`config.mk`:
```
export PLATFORM = sky130hd
export DESIGN_NAME = rsmp_lane
export DESIGN_NICKNAME = d
export VERILOG_FILES = /design/src/rtl/rsmp_pkg.sv /design/src/rtl/rsmp_lane.sv
export SDC_FILE = /design/constraint.sdc
export NUM_CORES = 1
export LEC_CHECK = 0
export BUFFER_PORTS_ARGS = -buffer_cell sky130_fd_sc_hd__buf_2
export CELL_PAD_IN_SITES_DETAIL_PLACEMENT = 1
export CELL_PAD_IN_SITES_GLOBAL_PLACEMENT = 1
export CORE_MARGIN = 2
export CORE_UTILIZATION = 38
export CTS_BUF_LIST = sky130_fd_sc_hd__clkbuf_4 sky130_fd_sc_hd__clkbuf_8 sky130_fd_sc_hd__clkbuf_16
export CTS_CLUSTER_SIZE = 8
export DETAILED_ROUTE_END_ITERATION = 7
export PLACE_DENSITY_LB_ADDON = 0.1
export SYNTH_ARGS = -nofsm -noshare
export SYNTH_HDL_FRONTEND = slang
export SYNTH_SLANG_ARGS = --single-unit
```
`constraint.sdc`:
```
create_clock -name clk -period 13.9 [get_ports clk]
set_input_delay 1.39 -clock clk [delete_from_list [all_inputs] [get_ports clk]]
set_output_delay 1.39 -clock clk [all_outputs]
set_load 0.05 [all_outputs]
```
`src/rtl/rsmp_pkg.sv`:
```
// Shared types, constants and rounding function for the linear resampler.
package rsmp_pkg;

    localparam int SAMPLE_W = 16;
    localparam int PHASE_W  = 21;
    localparam int STEP_W   = 20;
    localparam int FRAC_W   = 16;
    localparam int LERP_W   = 34;
    localparam int MIX_W    = 35;

    localparam logic [PHASE_W-1:0] ONE_Q16 = 21'h010000;

    localparam logic signed [SAMPLE_W-1:0] SAT_MAX = 16'sh7FFF;
    localparam logic signed [SAMPLE_W-1:0] SAT_MIN = 16'sh8000;

    // Register indexes on the configuration port
    localparam logic [1:0] REG_RATE_STEP   = 2'd0;
    localparam logic [1:0] REG_IN_CHANNEL  = 2'd1;
    localparam logic [1:0] REG_OUT_CHANNEL = 2'd2;

    localparam logic [1:0] CH_MONO = 2'd1;

    typedef struct packed {
        logic signed [SAMPLE_W-1:0] sample_left;
        logic signed [SAMPLE_W-1:0] sample_right;
    } frame_in_t;

    typedef struct packed {
        logic signed [SAMPLE_W-1:0] out_left;
        logic signed [SAMPLE_W-1:0] out_right;
        logic                       last;
    } frame_out_t;

    typedef struct packed {
        logic valid;
        logic last;
        logic in_mono;
        logic out_mono;
    } mix_ctrl_t;

    // Round num / 2^16 (or 2^17) to nearest, halves away from zero, then saturate.
    function automatic logic signed [SAMPLE_W-1:0] round_sat(
        input logic signed [MIX_W-1:0] num,
        input logic                    half_shift
    );
        logic [MIX_W-1:0] mag;
        logic [MIX_W:0]   biased;
        logic [MIX_W:0]   r;
        logic signed [SAMPLE_W-1:0] res;
        mag    = num[MIX_W-1] ? (~num + 35'd1) : num;
        biased = {1'b0, mag} + (half_shift ? 36'h10000 : 36'h08000);
        r      = half_shift ? (biased >> 17) : (biased >> 16);
        if (num[MIX_W-1])
        begin
            if (r > 36'd32768)
                res = SAT_MIN;
            else
                res = SAMPLE_W'(~r + 36'd1);
        end
        else
        begin
            if (r > 36'd32767)
                res = SAT_MAX;
            else
                res = r[SAMPLE_W-1:0];
        end
        return res;
    endfunction

endpackage

```
`src/rtl/rsmp_lane.sv`:
```
// One interpolation lane: prev + (cur - prev) * frac in Q16, registered.
module rsmp_lane
    import rsmp_pkg::*;
(
    input  logic                       clk,
    input  logic                       en,
    input  logic signed [SAMPLE_W-1:0] prev,
    input  logic signed [SAMPLE_W-1:0] cur,
    input  logic [FRAC_W-1:0]          frac,
    output logic signed [LERP_W-1:0]   value
);

    logic signed [SAMPLE_W:0]   diff;
    logic signed [FRAC_W:0]     frac_s;
    logic signed [LERP_W-1:0]   prod;
    logic signed [LERP_W-1:0]   base;
    logic signed [LERP_W-1:0]   value_next;
    logic signed [LERP_W-1:0]   value_reg;

    assign diff       = $signed({cur[SAMPLE_W-1], cur}) - $signed({prev[SAMPLE_W-1], prev});
    assign frac_s     = $signed({1'b0, frac});
    assign prod       = diff * frac_s;
    assign base       = $signed({{2{prev[SAMPLE_W-1]}}, prev, 16'h0000});
    assign value_next = base + prod;

    always_ff @(posedge clk)
    begin
        if (en)
            value_reg <= value_next;
    end

    assign value = value_reg;

endmodule

```
* Word-level counts from Yosys, hierarchy flattened *
Cells that the tools add are included.

word-level totals
  register bits after elaboration = 34
  bits of input ports = 50
  output and inout port bits = 34
  word-level logic and storage cells = 4

operators by class
  $add $sub $neg = 2
  multiply operators = 1

operators with widths
  operator                      count
  adder 32 x 34 -> 34 bit       1
  multiplier 17 x 17 -> 34 bit  1
  subtractor 16 x 16 -> 17 bit  1

* Longest topological paths before layout *
Gate-level depths: netlist of the first run.

  depth after elaboration = 3
  mapped depth = 31
  gate-level depth less buffers = 30

* Least setup slack after synthesis of the first run *
OpenSTA, ideal clock, no wires.

  path kind = input to register
  start = input port cur[0]
  end = register value_reg[27] (netlist: value[27]), data pin
  setup time = 0.180 ns
  data arrival time = 8.343 ns
  required time = 13.720 ns
  path slack = 5.377 ns
  cell stages on the path = 28
  buffers on the path = 0
  path through = inv_1 > ha_1 > fa_1 > nor2b_1 > o31a_1 > o211ai_1 > a21o_1 > a31oi_4 > mux2_2 > a21boi_0 > fa_1 > inv_1 > fa_1 > fa_1 > inv_1 > fa_1 > fa_1 > inv_1 > fa_1 > inv_1 > ha_1 > a21o_1 > a31o_2 > a21oi_4 > a31oi_1 > a221o_1 > a2111o_1 > o311ai_1

between the ends
  longest elaborated chain between the ends = 3

ends and longest elaborated chain
  what                          RTL line         source
  start: declaration            rsmp_lane.sv:8   input logic signed [SAMPLE_W-1:0] cur,
  subtractor 16 x 16 -> 17 bit  rsmp_lane.sv:20  assign diff = $signed({cur[SAMPLE_W-1], cur}) - $signed({prev[SAMPLE_W-1], prev});
  multiplier 17 x 17 -> 34 bit  rsmp_lane.sv:22  assign prod = diff * frac_s;
  adder 32 x 34 -> 34 bit       rsmp_lane.sv:24  assign value_next = base + prod;
  named net value_next[27]      rsmp_lane.sv:17  logic signed [LERP_W-1:0] value_next;
  end signal: assignment        rsmp_lane.sv:29  value_reg <= value_next;
  end: declaration              rsmp_lane.sv:18  logic signed [LERP_W-1:0] value_reg;

The timed path passes the listed nets, and every way through them passes these cells.
A chain may end at the register's enable or synchronous reset.

* Final worst setup path of the first run *
  start = input port prev[0]
  end = register value_reg[29] (netlist: value[29]), data pin

between the ends
  longest elaborated chain between the ends = 3

ends and longest elaborated chain
  what                          RTL line         source
  start: declaration            rsmp_lane.sv:7   input logic signed [SAMPLE_W-1:0] prev,
  subtractor 16 x 16 -> 17 bit  rsmp_lane.sv:20
  multiplier 17 x 17 -> 34 bit  rsmp_lane.sv:22
  adder 32 x 34 -> 34 bit *     rsmp_lane.sv:24
  named net value_next[29]      rsmp_lane.sv:17

Mark *: on every way through the listed nets, which the timed path passes. The rest lies on a longest branch.

==> key figures, run 1 <==
STA
  – Crit path time final: 9.29 ns
  – Max_slew headroom: 30.8%
  – Final hold vios: 0
  – Setup TNS: 0 ns
  – RSZ-0062 raised after global routing: false
  – Fmax: 108 MHz
  – Final setup fails: 0
  – Final period util: 66.8%
  – Final slew viol count: 0
  – Tightest Pin Transition: 1.04 ns

Drt
  – WL/cell: 19.0 um
  – Antenna-violating nets left: 0
  – Via-to-Cell Ratio: 4.91
  – Overall routed net length: 38200 um
  – Initial DRC Count: 291
  – Drc violations: 0
  – Via count: 9846
  – Drt pass-1 iters: 4

Synth
  – Proportion of synthesized area in mux cells: 1.37%
  – Mapped cell area: 0.0139 mm2
  – Top cells by area, synth: fa_1, ha_1, inv_1
  – Part of the Yosys area used for sequential elements: 7.33%
  – Post-Synth XOR/XNOR Area: 3.20%
  – Cell taking the most area after synthesis: fa_1
  – Commonest cells in the netlist: inv_1, fa_1, ha_1
  – Yosys top cell area share: 42.8%
  – Ys async rst share: 0%
  – Netlist cell types: 72
  – Yosys reg bits: 34
  – Cell with the most instances after synthesis: inv_1
  – Simple-gate share of the synthesized area: 12.9%
  – Syn_nets: 1951
  – YS warnings: 0
  – Mapped Cells: 1480
  – Synthesized area per cell: 9.42 um2
  – Largest family of logic cells by synthesized area: adder cells
  – EDFF count, synth: 34
  – Synth Area in Adders: 54.0%
  – Synth Flop Type: edfxtp_1
  – Synth Area in Compound Gates: 9.56%

Critical path
  – Worst setup EP type: register
  – WP data arrival: 9.34 ns
  – Critical Path Start Type: primary input
  – Crit Path Class: in2reg
  – Worst Path Required: 13.95 ns
  – Worst Path Max Fanout: 14

Finish
  – Fraction of layout cells with a size suffix above 1: 8.85%
  – FF+latch area: 0.00102 mm2
  – Max reg flops: 34
  – Filler Cells Inserted: 4213
  – Synth-to-layout area growth: 8.22%
  – Multi-input logic area: 0.0114 mm2
  – Nets: 2007

GRT
  – Antenna violations before repair: 0
  – Vias in the first global route: 11450
  – Largest net degree at the start of global routing: 37
  – First-pass GRT wire length: 62900 um
  – Gr usage total: 21.6%
  – Total grt overflow: 0

Place
  – # port buffers: 83
  – Post-DP HPWL: 32700 um
  – GPL Wtd Cong: 0.787

Clock network
  – CTS max path bufs: 2
  – Hold-fix buffer count after cts: 0
  – CTS buffer count: 5
  – Clock Pin Slew Worst Setup and Hold Paths: 0.06 ns
  – H-tree depth: 2
  – Root Driver: clkbuf_16
  – Sink Count: 34
  – Post-cts sizing count: 0
  – CTS tree: yes
  – Setup repair bufs after CTS: 0

Min path
  – Hold Path Sink: value[0]
  – Hold path start: frac[0]
  – Hold Path Class: in2reg
  – WHS Path Cells: 2

Die
  – Die width: 196 um
  – Total die area: 0.0382 mm2
  – Top Ports: 84
  – Die Span Y: 196 um
  – Starting density of the core: 38.3%
  – Core Rows: 70
  – Core area: 0.0363 mm2

Run status
  – Status: completed

Job
  – Max Cap Viol: 0
[cells in the final DEF (no fill, tap or decap), drive strengths merged, types with 5 or more instances in the layout]
cell type	instances
o31ai	5
nor2	13
inv	386
nor2b	44
ha	123
nand2	118
clkbuf	5
fa	298
and3	7
and2	99
nor3	8
a211oi	5
a21oi	34
a21boi	13
xor2	8
nand2b	18
o21ai	35
nand3	9
o21a	20
buf	94
nand3b	8
edfxtp	34
mux2i	18
o211ai	5
a21o	24
xnor2	42
[final cells by class]
cell class / count / share of cell area [%]
multi-input combinational: 1014 / 75.3
inverter: 387 / 9.63
sequential: 34 / 6.77
tap: 468 / 3.88
timing repair buffer: 94 / 3.30
clock buffer: 5 / 0.830
clock inverter: 3 / 0.299
antenna: 1 / 0.0166
[how the worst max path moves through the flow]
stage	start	endpoint	slack (ns)	cells after the start
5_1_grt	prev[0]	value[30]	4.14	26
3_3_place_gp	prev[0]	value[29]	4.41	26
2_1_floorplan	cur[0]	value[27]	5.38	28
6_report	prev[0]	value[29]	4.61	26
4_1_cts	prev[0]	value[29]	4.58	26
3_5_place_dp	prev[0]	value[29]	4.25	26
[cell families (layout without fill, tap and decap cells)]
| family | count (synthesis) | count (layout) |
|---|---|---|
| compound gates | 185 | 185 |
| xor+xnor | 50 | 50 |
| fa+ha+maj | 423 | 423 |
| buf+inv | 432 | 489 |
| flops | 34 | 34 |
| mux | 19 | 19 |
| other cells | 0 | 1 |
| simple gates | 337 | 337 |
[routing by layer]
metal / vias to the layer above / global-route usage (%) / share of wire (%)
li1: 4624 / - / -
met1: 5117 / 25.9 / 42
met2: 79 / 42.1 / 55
met3: 26 / 1.49 / 1.3
met4: 0 / 5.00 / 2.0
met5: - / 0 / 0
[worst max-delay path, stage by stage]
cell	delay, ns
buf_2	0.12
ha_1	0.23
fa_1	0.43
nor2b_1	0.17
o31a_1	0.21
o211ai_1	0.12
a21o_1	0.22
a31oi_4	0.27
a21o_1	0.49
o21ai_0	0.24
fa_1	0.76
fa_1	0.51
fa_1	0.52
fa_1	0.52
fa_1	0.50
inv_1	0.05
fa_1	0.48
inv_1	0.04
ha_1	0.38
and3_2	0.26
o2111a_1	0.19
nand3_2	0.08
a31oi_1	0.41
a221o_1	0.42
a21oi_1	0.16
xnor2_1	0.15
[stage by stage]
step	util (%)	instances	worst slack [ns]	instance area [um2]	hold WS (ns)
finish	41.5	2006	4.61	15100	1.66
global route	41.5	2005	4.14	15100	1.67
CTS	41.5	2005	4.58	15100	1.65
detailed placement	41.0	1997	4.25	14900	1.93
global placement	41.0	1997	4.41	14900	1.93
floorplan	-	1480	5.38	13900	1.50
Power of run 1 is not shown: default switching activity piles up to over one toggle a cycle in this logic, so the estimate is an artifact.
==> run 2: changes to the inputs <==
==> constraint.sdc (replaced) <==
create_clock -name clk -period 9.35 [get_ports clk]
set_input_delay 0.935 -clock clk [delete_from_list [all_inputs] [get_ports clk]]
set_output_delay 0.935 -clock clk [all_outputs]
set_load 0.05 [all_outputs]
==> run 2 against run 1 <==
Net effect:
- global-route usage is 0.40 points higher
- hold slack got worse by 0.45 ns
- count of clock-buffer cells in the layout unchanged
- critical path type unchanged
- largest cell class unchanged
- highest routed layer unchanged
==> key figures, run 2 (same netlist as run 1, synthesis figures left out) <==
Place
  – Placed inst area: 0.0150 mm2
  – Post-DP HPWL: 33400 um
  – Placed cells: 2010
  – GPL Wtd Cong: 0.803
  – # port buffers: 83

Die
  – Total die area: 0.0382 mm2
  – Die Span Y: 196 um
  – Core area: 0.0363 mm2
  – Core Rows: 70
  – Top Ports: 84
  – Starting density of the core: 38.3%
  – Die width: 196 um

STA
  – Crit path time final: 8.73 ns
  – RSZ-0062 raised after global routing: false
  – Final setup fails: 0
  – Tightest Pin Transition: 1.06 ns
  – Final hold vios: 0
  – Setup TNS: 0 ns
  – Final period util: 93.3%
  – Max_slew headroom: 29.0%
  – Fmax: 115 MHz
  – Final slew viol count: 0

Clock network
  – Hold-fix buffer count after cts: 0
  – Root Driver: clkbuf_16
  – H-tree depth: 2
  – Clock Pin Slew Worst Setup and Hold Paths: 0.06 ns
  – Setup repair bufs after CTS: 0
  – CTS tree: yes
  – CTS buffer count: 5
  – Sink Count: 34
  – CTS max path bufs: 2
  – Post-cts sizing count: 0

GRT
  – Vias in the first global route: 11733
  – Total grt overflow: 0
  – Antenna violations before repair: 1
  – Gr usage total: 22.0%
  – Largest net degree at the start of global routing: 35
  – First-pass GRT wire length: 63900 um

Critical path
  – Worst Path Max Fanout: 7
  – WP data arrival: 8.78 ns
  – Crit Path Class: in2reg
  – Critical Path Start Type: primary input
  – Worst setup EP type: register
  – Worst Path Required: 9.40 ns

Finish
  – Synth-to-layout area growth: 8.71%
  – Highest-count cells in the layout ignoring fill and taps: inv_1, fa_1, ha_1
  – Most common cell after layout, fill and taps aside: inv_1
  – Post-route non-filler standard cell count: 2019
  – Final Cell Area: 0.0151 mm2
  – Final core occ: 41.7%
  – Multi-input logic area: 0.0113 mm2
  – FF+latch area: 0.00102 mm2
  – Filler Cells Inserted: 4228
  – Max reg flops: 34
  – Fraction of layout cells with a size suffix above 1: 9.10%
  – Nets: 2020

Min path
  – WHS Path Cells: 2
  – Hold Path Class: in2reg
  – Hold path start: frac[0]
  – Hold Path Sink: value[0]

Drt
  – Overall routed net length: 39100 um
  – Drt pass-1 iters: 4
  – Via count: 9974
  – Drc violations: 0
  – Via-to-Cell Ratio: 4.94
  – Initial DRC Count: 319
  – Antenna-violating nets left: 0
  – WL/cell: 19.4 um

Job
  – Max Cap Viol: 0

Run status
  – Status: completed
[run 2: layout make-up]
cell class	instances	area share, %
clock inverters	3	0.454
repair buffers	107	3.93
well taps	468	3.87
multi-input cells	1014	74.6
diodes	1	0.0165
clock buffers	5	0.826
inverters	387	9.59
flip-flops and latches	34	6.74
[run 2: critical path, cell delays in order]
cell and delay, ns:
buf_2 0.12, ha_1 0.23, fa_1 0.41, nor2b_1 0.16, o31a_1 0.19, o211ai_1 0.13
a21o_1 0.22, a31oi_4 0.29, mux2i_1 0.54, o21ai_0 0.24, fa_1 0.52, fa_1 0.55
inv_1 0.05, fa_1 0.49, inv_1 0.05, fa_1 0.56, fa_1 0.43, fa_1 0.49
inv_1 0.04, ha_1 0.37, and3_2 0.24, o2111a_1 0.19, nand3_2 0.09, a31oi_1 0.48
a221o_1 0.43, a21oi_1 0.16, xnor2_1 0.15
[run 2: routing by layer]
metal  routed length [um]  global-route usage (%)  share of wire, %  up-vias
met1                15800                    25.6                41     5193
li1                     -                       -                 -     4651
met4                  949                    5.80               2.4        0
met2                21600                    43.3                55       95
met5                    0                       0                 0        -
met3                  648                    1.68               1.7       35
[run 2: through the flow]
step,setup WS [ns],hold WS [ns]
after floorplan,1.28,1.05
after global placement,0.513,1.48
after detailed placement,0.346,1.48
after CTS,0.653,1.19
after global routing,0.186,1.22
final,0.622,1.21
[run 2: how the worst max path moves through the flow]
stage	startpoint	to	slack (ns)	cells after the start
final	prev[0]	value[29]	0.62	27
after global routing	prev[0]	value[28]	0.19	27
after CTS	prev[0]	value[28]	0.65	27
after detailed placement	prev[0]	value[28]	0.35	27
after global placement	prev[0]	value[29]	0.51	27
after floorplan	cur[0]	value[27]	1.28	28
Power of run 2 is left out for the same reason.
